$ cat src/sem_pkg.sv
// shared types, constants and helpers of the sobel edge magnitude block
`default_nettype none
package sem_pkg;
	localparam int MAX_WIDTH  = 1024;
	localparam int MAX_HEIGHT = 4096;
	localparam int COL_W      = $clog2(MAX_WIDTH);
	localparam int ROW_W      = $clog2(MAX_HEIGHT) + 1;
	localparam int FW_W       = 11;
	localparam int FH_W       = 13;
	localparam int CFG_W      = 13;
	localparam int GRAD_W     = 11;
	localparam int NSQ_W      = 21;
	localparam int ROOT_W     = 11;

	localparam logic [1:0] REG_FRAME_WIDTH  = 2'd0;
	localparam logic [1:0] REG_FRAME_HEIGHT = 2'd1;

	localparam logic CMD_PIXEL = 1'b0;
	localparam logic CMD_FLUSH = 1'b1;

	typedef struct packed {
		logic       cmd;
		logic [7:0] pixel_red;
		logic [7:0] pixel_green;
		logic [7:0] pixel_blue;
	} in_item_t;

	typedef struct packed {
		logic [7:0] edge_red;
		logic [7:0] edge_green;
		logic [7:0] edge_blue;
		logic       frame_end;
	} out_item_t;

	typedef enum logic [2:0] {
		S_IDLE,
		S_MOD,
		S_SQR,
		S_ROOT,
		S_DONE
	} state_t;

	typedef logic [2:0][2:0][7:0] win3_t;

	typedef struct packed {
		logic signed [GRAD_W-1:0] gx;
		logic signed [GRAD_W-1:0] gy;
	} grad_t;

	// sobel sums over one channel, p[row][col]
	function automatic grad_t sem_grad(input win3_t p);
		grad_t g;
		logic signed [GRAD_W-1:0] pos_x, neg_x, pos_y, neg_y;
		pos_x = GRAD_W'(p[0][2]) + (GRAD_W'(p[1][2]) <<< 1) + GRAD_W'(p[2][2]);
		neg_x = GRAD_W'(p[0][0]) + (GRAD_W'(p[1][0]) <<< 1) + GRAD_W'(p[2][0]);
		pos_y = GRAD_W'(p[2][0]) + (GRAD_W'(p[2][1]) <<< 1) + GRAD_W'(p[2][2]);
		neg_y = GRAD_W'(p[0][0]) + (GRAD_W'(p[0][1]) <<< 1) + GRAD_W'(p[0][2]);
		g.gx = pos_x - neg_x;
		g.gy = pos_y - neg_y;
		return g;
	endfunction
endpackage
`default_nettype wire

$ cat src/sem_sqrt.sv
// bit-serial integer square root, rounded to nearest and saturated to 8 bits
`default_nettype none
module sem_sqrt (
	input  wire logic                        clk,
	input  wire logic                        arst_n,
	input  wire logic                        start,
	input  wire logic signed [sem_pkg::GRAD_W-1:0] gx,
	input  wire logic signed [sem_pkg::GRAD_W-1:0] gy,
	output logic                             done,
	output logic [7:0]                       root
);
	import sem_pkg::*;

	logic [NSQ_W-1:0]  n_q;
	logic [ROOT_W-1:0] k_q;
	logic [3:0]        bit_q;
	logic              busy_q;
	logic              rnd_q;
	logic              done_q;
	logic [7:0]        root_q;

	logic [ROOT_W-1:0]   t;
	logic [2*ROOT_W-1:0] tt;
	logic [2*ROOT_W-1:0] kk;
	logic [ROOT_W:0]     kr;
	logic [2*GRAD_W-1:0] sx, sy;

	always_comb begin
		sx = (2*GRAD_W)'($signed(gx) * $signed(gx));
		sy = (2*GRAD_W)'($signed(gy) * $signed(gy));
		t  = k_q | (ROOT_W'(1) << bit_q);
		tt = (2*ROOT_W)'(t) * (2*ROOT_W)'(t);
		kk = (2*ROOT_W)'(k_q) * (2*ROOT_W)'(k_q) + (2*ROOT_W)'(k_q);
		kr = (ROOT_W+1)'(k_q) + (ROOT_W+1)'((2*ROOT_W)'(n_q) > kk);
	end

	always_ff @(posedge clk or negedge arst_n) begin
		if (!arst_n) begin
			busy_q <= 1'b0;
			rnd_q  <= 1'b0;
			done_q <= 1'b0;
		end else begin
			done_q <= 1'b0;
			if (start) begin
				busy_q <= 1'b1;
				rnd_q  <= 1'b0;
			end else if (busy_q && rnd_q) begin
				busy_q <= 1'b0;
				rnd_q  <= 1'b0;
				done_q <= 1'b1;
			end else if (busy_q && bit_q == 4'd0) begin
				rnd_q <= 1'b1;
			end
		end
	end

	always_ff @(posedge clk) begin
		if (start) begin
			n_q   <= NSQ_W'(sx) + NSQ_W'(sy);
			k_q   <= '0;
			bit_q <= 4'(ROOT_W - 1);
		end else if (busy_q && !rnd_q) begin
			if (tt <= (2*ROOT_W)'(n_q)) begin
				k_q <= t;
			end
			if (bit_q != 4'd0) begin
				bit_q <= bit_q - 4'd1;
			end
		end else if (busy_q && rnd_q) begin
			root_q <= (kr > (ROOT_W+1)'(255)) ? 8'd255 : kr[7:0];
		end
	end

	assign done = done_q;
	assign root = root_q;
endmodule
`default_nettype wire

$ cat config.mk
export PLATFORM = sky130hd
export DESIGN_NAME = sem_sqrt
export DESIGN_NICKNAME = d
export VERILOG_FILES = /design/src/sem_pkg.sv /design/src/sem_sqrt.sv
export SDC_FILE = /design/constraint.sdc
export NUM_CORES = 1
export LEC_CHECK = 0
export ABC_AREA = 1
export BUFFER_PORTS_ARGS = -buffer_cell sky130_fd_sc_hd__clkbuf_2
export CORE_AREA = 4 4 222 246
export CTS_BUF_LIST = sky130_fd_sc_hd__clkbuf_4 sky130_fd_sc_hd__clkbuf_8
export DETAILED_ROUTE_END_ITERATION = 16
export DIE_AREA = 0 0 226 250
export SYNTH_ARGS = -nofsm -noshare
export SYNTH_HDL_FRONTEND = slang
export SYNTH_SLANG_ARGS = --single-unit
$ cat constraint.sdc
create_clock -name clk -period 13.55 [get_ports clk]
set_input_delay 0.6775 -clock clk [delete_from_list [all_inputs] [get_ports clk]]
set_output_delay 0.6775 -clock clk [all_outputs]
set_load 0.02 [all_outputs]
After elaboration in Yosys (flattened, before gate mapping)
Index checks and enable logic that the tools add are counted.
{"block": "totals", "reg_bits": 47, "inputBits": 25}
{"block": "op_classes", "n_addsub": 4, "mul": 4, "n_lt_le_gt_ge": 3, "n_shift": 1, "n_mux": 7, "bitwise": 3, "n_reduce_logical": 11}
{"op": "11-bit by 11-bit multiplier with 22-bit output", "count": 2}
{"op": "11-bit by 11-bit multiplier with 21-bit output", "count": 2}
{"op": "22-bit by 11-bit adder with 22-bit output", "count": 1}
{"op": "21-bit by 22-bit greater-than comparator with 1-bit output", "count": 1}
{"op": "22-bit by 21-bit <= comparator with 1-bit output", "count": 1}
{"op": "21-bit adder", "count": 1}
{"op": "11-bit by 1-bit adder with 12-bit output", "count": 1}
{"op": "12-bit by 8-bit greater-than comparator with 1-bit output, second input constant", "count": 1}
{"op": "11-bit bitwise OR", "count": 1}
{"op": "1-bit by 4-bit << shifter with 11-bit output, first input constant", "count": 1}
{"op": "1-bit 2-to-1 mux", "count": 7}
{"op": "4-bit logical NOT", "count": 1}
{"op": "2-bit AND reduction", "count": 2}
{"op": "4-bit nonzero test", "count": 1}
{"op": "4-bit by 1-bit subtractor with 4-bit output, second input constant", "count": 1}
{"op": "1-bit logical AND", "count": 3}
{"op": "3-bit AND reduction", "count": 1}
{"op": "3-bit nonzero test", "count": 1}
{"op": "1-bit NOT", "count": 2}
{"op": "2-bit nonzero test", "count": 1}
{"op": "1-bit logical NOT", "count": 1}

Longest topological paths before layout
Gate-level depths: netlist of the first run.
{"block": "logic_depth", "ltp_word": 5, "ltp_mapped": 43, "mapped_depth_nobuf": 41}

Worst setup path before layout of the first run
Ideal clock, no wire load.
{"block": "synth_timing", "path_type": "flip-flop to flip-flop", "from": "reg k_q[2]", "to": "reg root_q[3], in the netlist root[3] (data pin)", "setup_time_ps": 276, "t_arrival_ps": 6594, "required_time_ps": 13274, "setup_slack_ps": 6680, "path_stages_with_launch": 39, "n_path_buf": 1, "period_less_slack_ps": 6870, "cell_sequence": "dfxtp_1 > clkbuf_1 > nand2_1 > fa_1 > inv_1 > ha_1 > o21a_1 > nor2_1 > fa_1 > inv_1 > fa_1 > inv_1 > fa_1 > inv_1 > ha_1 > nand2_1 > inv_1 > a21boi_1 > (+3 left out) > nor2_1 > xor2_1 > ha_1 > nand2_1 > nor2_1 > a211oi_1 > nor2_1 > o211ai_1 > nand2_1 > nand2_1 > a21oi_1 > ha_1 > nand2_1 > inv_1 > a21oi_1 > nand3_1 > a211oi_2 > o21ai_1"}
{"block": "synth_via", "elab_chain_cells": 5}
{"item": "start, declared", "line_no": "sem_sqrt.sv:15", "text": "logic [ROOT_W-1:0] k_q;"}
{"item": "start signal, assigned", "line_no": "sem_sqrt.sv:64", "text": "k_q <= t;"}
{"item": "11-bit by 11-bit multiplier with 22-bit output", "line_no": "sem_sqrt.sv:33", "text": "kk = (2*ROOT_W)'(k_q) * (2*ROOT_W)'(k_q) + (2*ROOT_W)'(k_q);"}
{"item": "22-bit by 11-bit adder with 22-bit output", "line_no": "sem_sqrt.sv:33"}
{"item": "21-bit by 22-bit greater-than comparator with 1-bit output", "line_no": "sem_sqrt.sv:34", "text": "kr = (ROOT_W+1)'(k_q) + (ROOT_W+1)'((2*ROOT_W)'(n_q) > kk);"}
{"item": "11-bit by 1-bit adder with 12-bit output (*)", "line_no": "sem_sqrt.sv:34"}
{"item": "12-bit by 8-bit greater-than comparator with 1-bit output", "line_no": "sem_sqrt.sv:70", "text": "root_q <= (kr > (ROOT_W+1)'(255)) ? 8'd255 : kr[7:0];"}
{"item": "end signal, assigned", "line_no": "sem_sqrt.sv:70"}
{"item": "end, declared", "line_no": "sem_sqrt.sv:20", "text": "logic [7:0] root_q;"}
Mark *: on every way between the ends. The rest lies on a longest branch, timed or not.
A chain may end at the register's enable or synchronous reset.

Final worst setup path of the first run
{"block": "layout_timing", "from": "reg k_q[4]", "to": "reg root_q[3], in the netlist root[3] (data pin)"}
The elaborated chain is that of the path after synthesis.

==> reports/metrics.csv, run 1 <==
stage,metric,value,unit
detailed_routing,dr.pass1.iters,4,
timing,setup-tns-final,0,ps
layout,fillers,5337,
synth,async_flop_share,0.0638,
placement,hpwlAfterDp,35.7,mm
synth,synth_seq_area_share,0.0689,
die,io_pins,34,
synth,syn_nets,2774,
clocking,clk_path_buf_depth,2,
placement,port_buffers,33,
synth,synth_enable_flop_cells,29,
timing,setup_ws,5650,ps
setup_path,critical_path_class,flop to flop,
global_route,first_global_vias,14400,
synth,synth_cell_type_count,49,
timing,clock_skew,12.4,ps
synth,ys_top_cells_by_area,"fa_1 40%, ha_1 16%, inv_1 14%",
die,die_w,226,um
clocking,cts_hold_buf,0,
layout,multi_input_area,14100,um2
synth,ys_seq_elements,47,
timing,worst_slew_pin_slew,703,ps
die,die_area,56500,um2
detailed_routing,via_count,12900,
timing,fin_crit_sh,0.583,
global_route,overflow,0,
timing,rsz0062_at_grt,no,
setup_path,worstPathArrival,7950,ps
clocking,post_cts_resized,0,
job,drv_cap,0,
placement,placed_cells,2817,
detailed_routing,drc_errors,0,
timing,max_freq,127,MHz
die,die_h,250,um
synth,synthTopCellsByCount,"671 x inv_1, 382 x nand2_1, 363 x fa_1",
synth,synthFlopType,edfxtp_1,
die,rows,88,
setup_path,slowest_delay,690,ps
timing,hold_slack,144,ps
synth,synth_top_area_frac,0.402,
min_path,hold_class,input port to asynchronous set/reset pin,
clocking,cts_sinks,47,
timing,relSlewSlack,0.531,
setup_path,cp_slowest_cell,dfxtp_1,
detailed_routing,postRouteAntennaNets,0,
clocking,cts_setup_buffers,0,
synth,yosysWarnings,0,
setup_path,cp-start-kind,flop,
clocking,tritoncts,built,
synth,yosysTopAreaCell,fa_1,
synth,synth_area_per_cell,8.39,um2
setup_path,crit_fanout,13,
global_route,grt_util_all_layers,0.147,
detailed_routing,post_drt_via_cell_ratio,4.56,
synth,syn_inst,2155,
layout,final_nets,2768,
layout,seqCellArea,1250,um2
clocking,clk_latency,310,ps
placement,gp_congestion,0.904,
setup_path,ff2ff_setup_slack,5650,ps
clocking,numCtsBuffers,5,
placement,preCtsSetupSlack,5690,ps
detailed_routing,routedWlPerCell,14.1,um
layout,drive_gt1_frac,0.0353,
setup_path,cp_common_cell,ha_1,
timing,finalHoldViolations,0,
die,core,52100,um2
setup_path,end_kind,flop,
layout,antenna_cells,0,
global_route,grt_max_degree,27,
clocking,cts_root_buf,clkbuf_8,
detailed_routing,wl,39.9,mm
timing,finalMaxSlewViolations,0,
synth,syn-cell-area,18100,um2
synth,synth_most_common_cell,inv_1,
layout,syn_to_final_growth,5.24,%
setup_path,required,13590,ps
global_route,antenna_found_initial,0,
timing,setup_viol,0,
layout,final_cells,2825,
die,initial_core_util,0.347,
timing,min_period,7900,ps
detailed_routing,drt_iter0_markers,548,
global_route,grt_first_pass_wirelength,69.0,mm
clocking,clkTransAtPathRegs,90,ps
status,status,"complete, no violations",
clocking,h-tree-depth,2,
[cells in the final DEF, fill, tap and decap left out, types with 10 or more instances in the layout]
cell,instances
a21oi_1,84
a21oi_2,10
clkbuf_2,33
dfxtp_1,15
edfxtp_1,29
fa_1,363
ha_1,231
inv_1,671
nand2_1,382
nand3_1,27
nand4_1,12
nor2_1,82
o21ai_0,21
xnor2_1,30
xor2_1,61
[path summary, 6_finish.rpt]
check                                      startpoint                     to  cells past startpoint
worst max-delay path              k_q[4]$_SDFFE_PP0P_  root[3]$_SDFFCE_PN1P_                     31
worst min-delay path                           arst_n         done$_DFF_PN0_                      1
worst max register to register    k_q[4]$_SDFFE_PP0P_  root[3]$_SDFFCE_PN1P_                     31
worst min register to register  bit_q[2]$_SDFFE_PP0P_  bit_q[2]$_SDFFE_PP0P_                      2
max in group asynchronous                      arst_n      rnd_q$_DFFE_PN0P_                      1
min in group clk                bit_q[2]$_SDFFE_PP0P_  bit_q[2]$_SDFFE_PP0P_                      2
[routing by layer]
| layer | track usage | part of all wire |
|---|---|---|
| met5 | 0 | 0 |
| met4 | 0.0371 | 0.029 |
| met3 | 0.0105 | 0.022 |
| met2 | 0.269 | 0.51 |
| met1 | 0.188 | 0.44 |
[per-stage QoR]
| stage | instance area [um2] | util |
|---|---|---|
| floorplan | 18100 | - |
| global placement | 18900 | 0.363 |
| detailed placement | 18900 | 0.363 |
| CTS | 19000 | 0.365 |
| global route | 19000 | 0.365 |
| finish | 19000 | 0.365 |
[critical path: cells and delay by family, from the launching register on]
family,cells,cell delay (ps)
adder cells (fa/ha/maj),9,3340
AO/OA/AOI/OAI,6,1630
AND/OR/NAND/NOR,10,1320
flip-flops,1,690
XOR/XNOR,2,390
buffers and inverters,4,250
[final cells by class]
type	count	area share
Inverter	677	0.134
Tap cell	675	0.0444
Clock inverter	1	0.00158
Clock buffer	7	0.00441
Timing Repair Buffer	35	0.00947
Sequential cell	47	0.0655
Multi-Input combinational cell	1383	0.741
[registers in the layout (all words and copies together) (netlist names)]
register  cells
busy_q        1
done          1
n_q          21
k_q          11
bit_q         4
rnd_q         1
root          8
[cell families (layout without fill, tap and decap cells)]
| family | count (synthesis) | count (layout) | synth area share |
|---|---|---|---|
| buf+inv | 725 | 720 | 0.151 |
| fa+ha+maj | 594 | 594 | 0.562 |
| simple gates | 527 | 527 | 0.117 |
| compound gates | 167 | 167 | 0.0550 |
| xor+xnor | 92 | 92 | 0.0450 |
| flops | 47 | 47 | 0.0689 |
| other cells | 2 | 2 | 0.000415 |
| mux | 1 | 1 | 0.000623 |
Power of run 1 is left out: the tool's default activity adds up to more than one toggle a clock period on the data nets, which glitch-free logic cannot reach.
==> run 2: changes to the inputs <==
clock period = 7.2 ns   (was 13.55 ns; I/O delays follow)
==> reports/metrics.csv, run 2 (same netlist as run 1, synthesis figures left out) <==
stage,metric,value,unit
timing,min_period,6860,ps
global_route,grt_max_degree,27,
setup_path,slowest_delay,590,ps
timing,finalMaxSlewViolations,0,
global_route,antenna_found_initial,0,
setup_path,cp_common_cell,fa_1,
setup_path,end_kind,flop,
layout,seqCellArea,1280,um2
setup_path,required,7270,ps
global_route,first_global_vias,14500,
clocking,h-tree-depth,2,
layout,largest_reg_flops,21,
timing,clock_skew,9.88,ps
detailed_routing,postRouteAntennaNets,0,
setup_path,critPathBufInv,5,
placement,port_buffers,33,
layout,fillers,5316,
die,die_area,56500,um2
setup_path,cp_slowest_cell,fa_1,
detailed_routing,post_drt_via_cell_ratio,4.54,
placement,gp_congestion,0.888,
layout,most-common-layout-cells,"667 x inv_1, 378 x nand2_1, 363 x fa_1",
timing,fin_crit_sh,0.953,
setup_path,cp-start-kind,flop,
global_route,grt_util_all_layers,0.146,
setup_path,worstPathArrival,6940,ps
layout,drive_gt1_frac,0.0797,
timing,max_freq,146,MHz
die,io_pins,34,
layout,antenna_cells,0,
clocking,clk_path_buf_depth,2,
layout,regMostFlops,n_q,
timing,setup-tns-final,0,ps
die,initial_core_util,0.347,
layout,final_nets,2826,
die,die_h,250,um
layout,multi_input_area,14300,um2
timing,setup_viol,0,
min_path,hold_class,input port to asynchronous set/reset pin,
detailed_routing,drt_iter0_markers,540,
clocking,numCtsBuffers,5,
clocking,clkTransAtPathRegs,90,ps
detailed_routing,via_count,13100,
layout,syn_to_final_growth,8.76,%
timing,worst_slew_pin_slew,686,ps
setup_path,critPathTopFamily,adder cells,
detailed_routing,wl,40.1,mm
die,core,52100,um2
detailed_routing,drc_errors,0,
setup_path,crit_fanout,8,
detailed_routing,routedWlPerCell,13.9,um
detailed_routing,dr.pass1.iters,8,
job,drv_cap,0,
die,rows,88,
clocking,cts_sinks,47,
die,die_w,226,um
timing,finalHoldViolations,0,
layout,layout_commonest_cell,inv_1,
global_route,grt_first_pass_wirelength,68.9,mm
clocking,tritoncts,built,
setup_path,critical_path_class,flop to flop,
placement,hpwlAfterDp,36.2,mm
clocking,cts_root_buf,clkbuf_8,
layout,fin_util,0.377,
status,status,"complete, no violations",
clocking,clk_latency,320,ps
global_route,overflow,0,
timing,relSlewSlack,0.542,
-- run 2: cell count changes in the layout (fill, tap and decap cells not counted), moves of 5 or more --
cell,before,now
dfxtp_4,0,6
dfxtp_2,0,8
buf_4,2,55
a21oi_2,10,15
a21oi_1,84,77
dfxtp_1,15,1
-- run 2: final cells by class --
class,instances,area share
Multi-Input combinational cell,1383,0.725
Inverter,677,0.129
Sequential cell,47,0.0650
Tap cell,675,0.0430
Timing Repair Buffer,93,0.0331
Clock buffer,6,0.00420
Clock inverter,2,0.000509
-- run 2: per-stage QoR --
| stage | setup slack (ps) | hold WS [ps] | std cells | instance area, um2 |
|---|---|---|---|---|
| after floorplan | 330 | 64.4 | 2155 | 18100 |
| after global placement | 86.0 | 158 | 2872 | 19300 |
| after detailed placement | -83.3 | 161 | 2872 | 19300 |
| after CTS | 55.2 | 352 | 2881 | 19500 |
| after global routing | -65.8 | 364 | 2883 | 19700 |
| final | 335 | 369 | 2883 | 19700 |
-- run 2: repair_timing --
| action | CTS | global route |
|---|---|---|
| endpoints found under the setup margin | 8 | 19 |
| cloned | 0 | 0 |
| pin swaps | 0 | 14 |
| setup buffers | 0 | 2 |
| resized for setup | 2 | 58 |
| hold buffers | 1 | 0 |
| endpoints found under the hold margin | 3 | 0 |
-- run 2: final timing paths --
| check | start | end | slack, ps | depth (start not counted) |
|---|---|---|---|---|
| max in group asynchronous | arst_n | rnd_q$_DFFE_PN0P_ | 6720 | 2 |
| min reg2reg | bit_q[1]$_SDFFE_PP1P_ | bit_q[1]$_SDFFE_PP1P_ | 520 | 2 |
| min | arst_n | done$_DFF_PN0_ | 370 | 2 |
| min in group clk | bit_q[1]$_SDFFE_PP1P_ | bit_q[1]$_SDFFE_PP1P_ | 520 | 2 |
| max reg2reg | k_q[1]$_SDFFE_PP0P_ | root[2]$_SDFFCE_PN1P_ | 340 | 31 |
| max | k_q[1]$_SDFFE_PP0P_ | root[2]$_SDFFCE_PN1P_ | 340 | 31 |
-- run 2: routing by layer --
layer,GRT usage,part of all wire
met1,0.185,0.43
met2,0.274,0.53
met3,0.0107,0.022
met4,0.0270,0.019
met5,0,0
Power of run 2 is left out for the same reason.
==> run 3: changes to the inputs <==
PLACE_DENSITY = 0.52   (was not set)
clock period = 6.6 ns   (was 7.2 ns; I/O delays follow)
==> reports/metrics.csv, run 3 (same netlist as run 1, synthesis figures left out) <==
stage,metric,value,unit
status,status,finished with violations,
global_route,antenna_found_initial,0,
die,die_h,250,um
layout,regMostFlops,n_q,
timing,worst_slew_pin_slew,683,ps
timing,min_period,6980,ps
timing,finalMaxSlewViolations,0,
job,drv_cap,0,
die,die_area,56500,um2
clocking,h-tree-depth,2,
setup_path,required,6660,ps
global_route,grt_first_pass_wirelength,71.9,mm
global_route,overflow,0,
detailed_routing,postRouteAntennaNets,0,
setup_path,cp_slowest_cell,fa_1,
layout,drive_gt1_frac,0.180,
setup_path,slowest_delay,570,ps
die,initial_core_util,0.347,
die,io_pins,34,
timing,setup_viol,8,
layout,seqCellArea,1280,um2
detailed_routing,wl,42.2,mm
clocking,numCtsBuffers,5,
global_route,grt_util_all_layers,0.154,
placement,port_buffers,33,
placement,placed_cells,3036,
clocking,clkTransAtPathRegs,90,ps
setup_path,end_kind,flop,
detailed_routing,dr.pass1.iters,7,
clocking,tritoncts,built,
timing,rsz0062_at_grt,yes,
layout,syn_to_final_growth,18.9,%
timing,relSlewSlack,0.545,
clocking,clk_path_buf_depth,2,
placement,gp_congestion,0.879,
timing,setup_ws,-378,ps
global_route,grt_max_degree,27,
layout,final_cells,3067,
detailed_routing,routedWlPerCell,13.8,um
layout,antenna_cells,0,
die,rows,88,
clocking,clk_latency,320,ps
timing,clock_skew,12.8,ps
layout,fillers,5279,
placement,hpwlAfterDp,38.4,mm
clocking,cts_root_buf,clkbuf_8,
timing,max_freq,143,MHz
timing,finalHoldViolations,0,
setup_path,cp_common_cell,fa_1,
setup_path,worstPathArrival,7040,ps
setup_path,crit_fanout,8,
min_path,hold_class,input port to asynchronous set/reset pin,
clocking,cts_sinks,47,
detailed_routing,drt_iter0_markers,472,
die,core,52100,um2
die,die_w,226,um
detailed_routing,post_drt_via_cell_ratio,4.44,
setup_path,critical_path_class,flop to flop,
layout,most-common-layout-cells,"653 x inv_1, 359 x nand2_1, 355 x fa_1",
setup_path,cp-start-kind,flop,
layout,multi_input_area,14700,um2
layout,largest_reg_flops,21,
global_route,first_global_vias,15000,
detailed_routing,via_count,13600,
layout,final_nets,3010,
layout,layout_commonest_cell,inv_1,
status,violations,setup timing,
detailed_routing,drc_errors,0,
timing,fin_crit_sh,1.06,
## run 3: cell count changes in the layout (fill, tap and decap cells not counted), moves of 8 or more
| cell | delta |
|---|---|
| a21oi_4 | +9 |
| buf_4 | +181 |
| fa_1 | -8 |
| fa_2 | +8 |
| ha_1 | -10 |
| ha_4 | +11 |
| inv_1 | -14 |
| inv_2 | +12 |
| nand2_1 | -19 |
| nand2_2 | +15 |
## run 3: stage by stage
stage,hold WS (ps),setup TNS (ps),instance area [um2],setup WS (ps),utilization
floorplan,34.4,0,18100,4.61,-
global placement,127,-5750,20600,-452,0.395
detailed placement,131,-6690,20600,-586,0.395
CTS,315,-2710,21100,-269,0.405
global route,334,-9050,21500,-712,0.413
finish,333,-2890,21500,-378,0.413
## run 3: path summary, 6_finish.rpt
kind / endpoint / slack (ps) / cells after the start / startpoint
min in group clk: n_q[0]$_DFFE_PP_ / 430 / 2 / gy[0]
hold reg to reg: rnd_q$_DFFE_PN0P_ / 560 / 2 / rnd_q$_DFFE_PN0P_
hold / removal: busy_q$_DFFE_PN0N_ / 330 / 2 / arst_n
setup reg to reg: root[3]$_SDFFCE_PN1P_ / -380 / 35 / k_q[4]$_SDFFE_PP0P_
max in group asynchronous: done$_DFF_PN0_ / 6160 / 2 / arst_n
setup / recovery: root[3]$_SDFFCE_PN1P_ / -380 / 35 / k_q[4]$_SDFFE_PP0P_
## run 3: layout make-up
type | instances | area share
inverter | 677 | 0.119
clock inverter | 3 | 0.00181
multi-input combinational | 1383 | 0.683
tap | 675 | 0.0393
clock buffer | 5 | 0.00320
timing repair buffer | 277 | 0.0951
sequential | 47 | 0.0595
## run 3: timing repair
item,4_1_cts,5_1_grt
pin swaps,40,49
buffers inserted,11,12
hold endpoints to repair,3,0
endpoints found under the setup margin,19,19
gates resized for setup,76,79
hold buffers,1,0
## run 3: worst max-delay path, delay by kind of cell, from the launching register on
kind / cells / cell delay (ps)
compound gates: 10 / 1600
xor+xnor: 1 / 130
fa+ha+maj: 9 / 3360
buf+inv: 7 / 620
flops: 1 / 370
simple gates: 8 / 640
## run 3: layer usage
metal / routed length (um) / part of all wire / track usage
met5: 0 / 0 / 0
met4: 873 / 0.021 / 0.0277
met3: 897 / 0.021 / 0.0104
met2: 22000 / 0.52 / 0.287
met1: 18400 / 0.44 / 0.198
Power of run 3 is left out for the same reason.
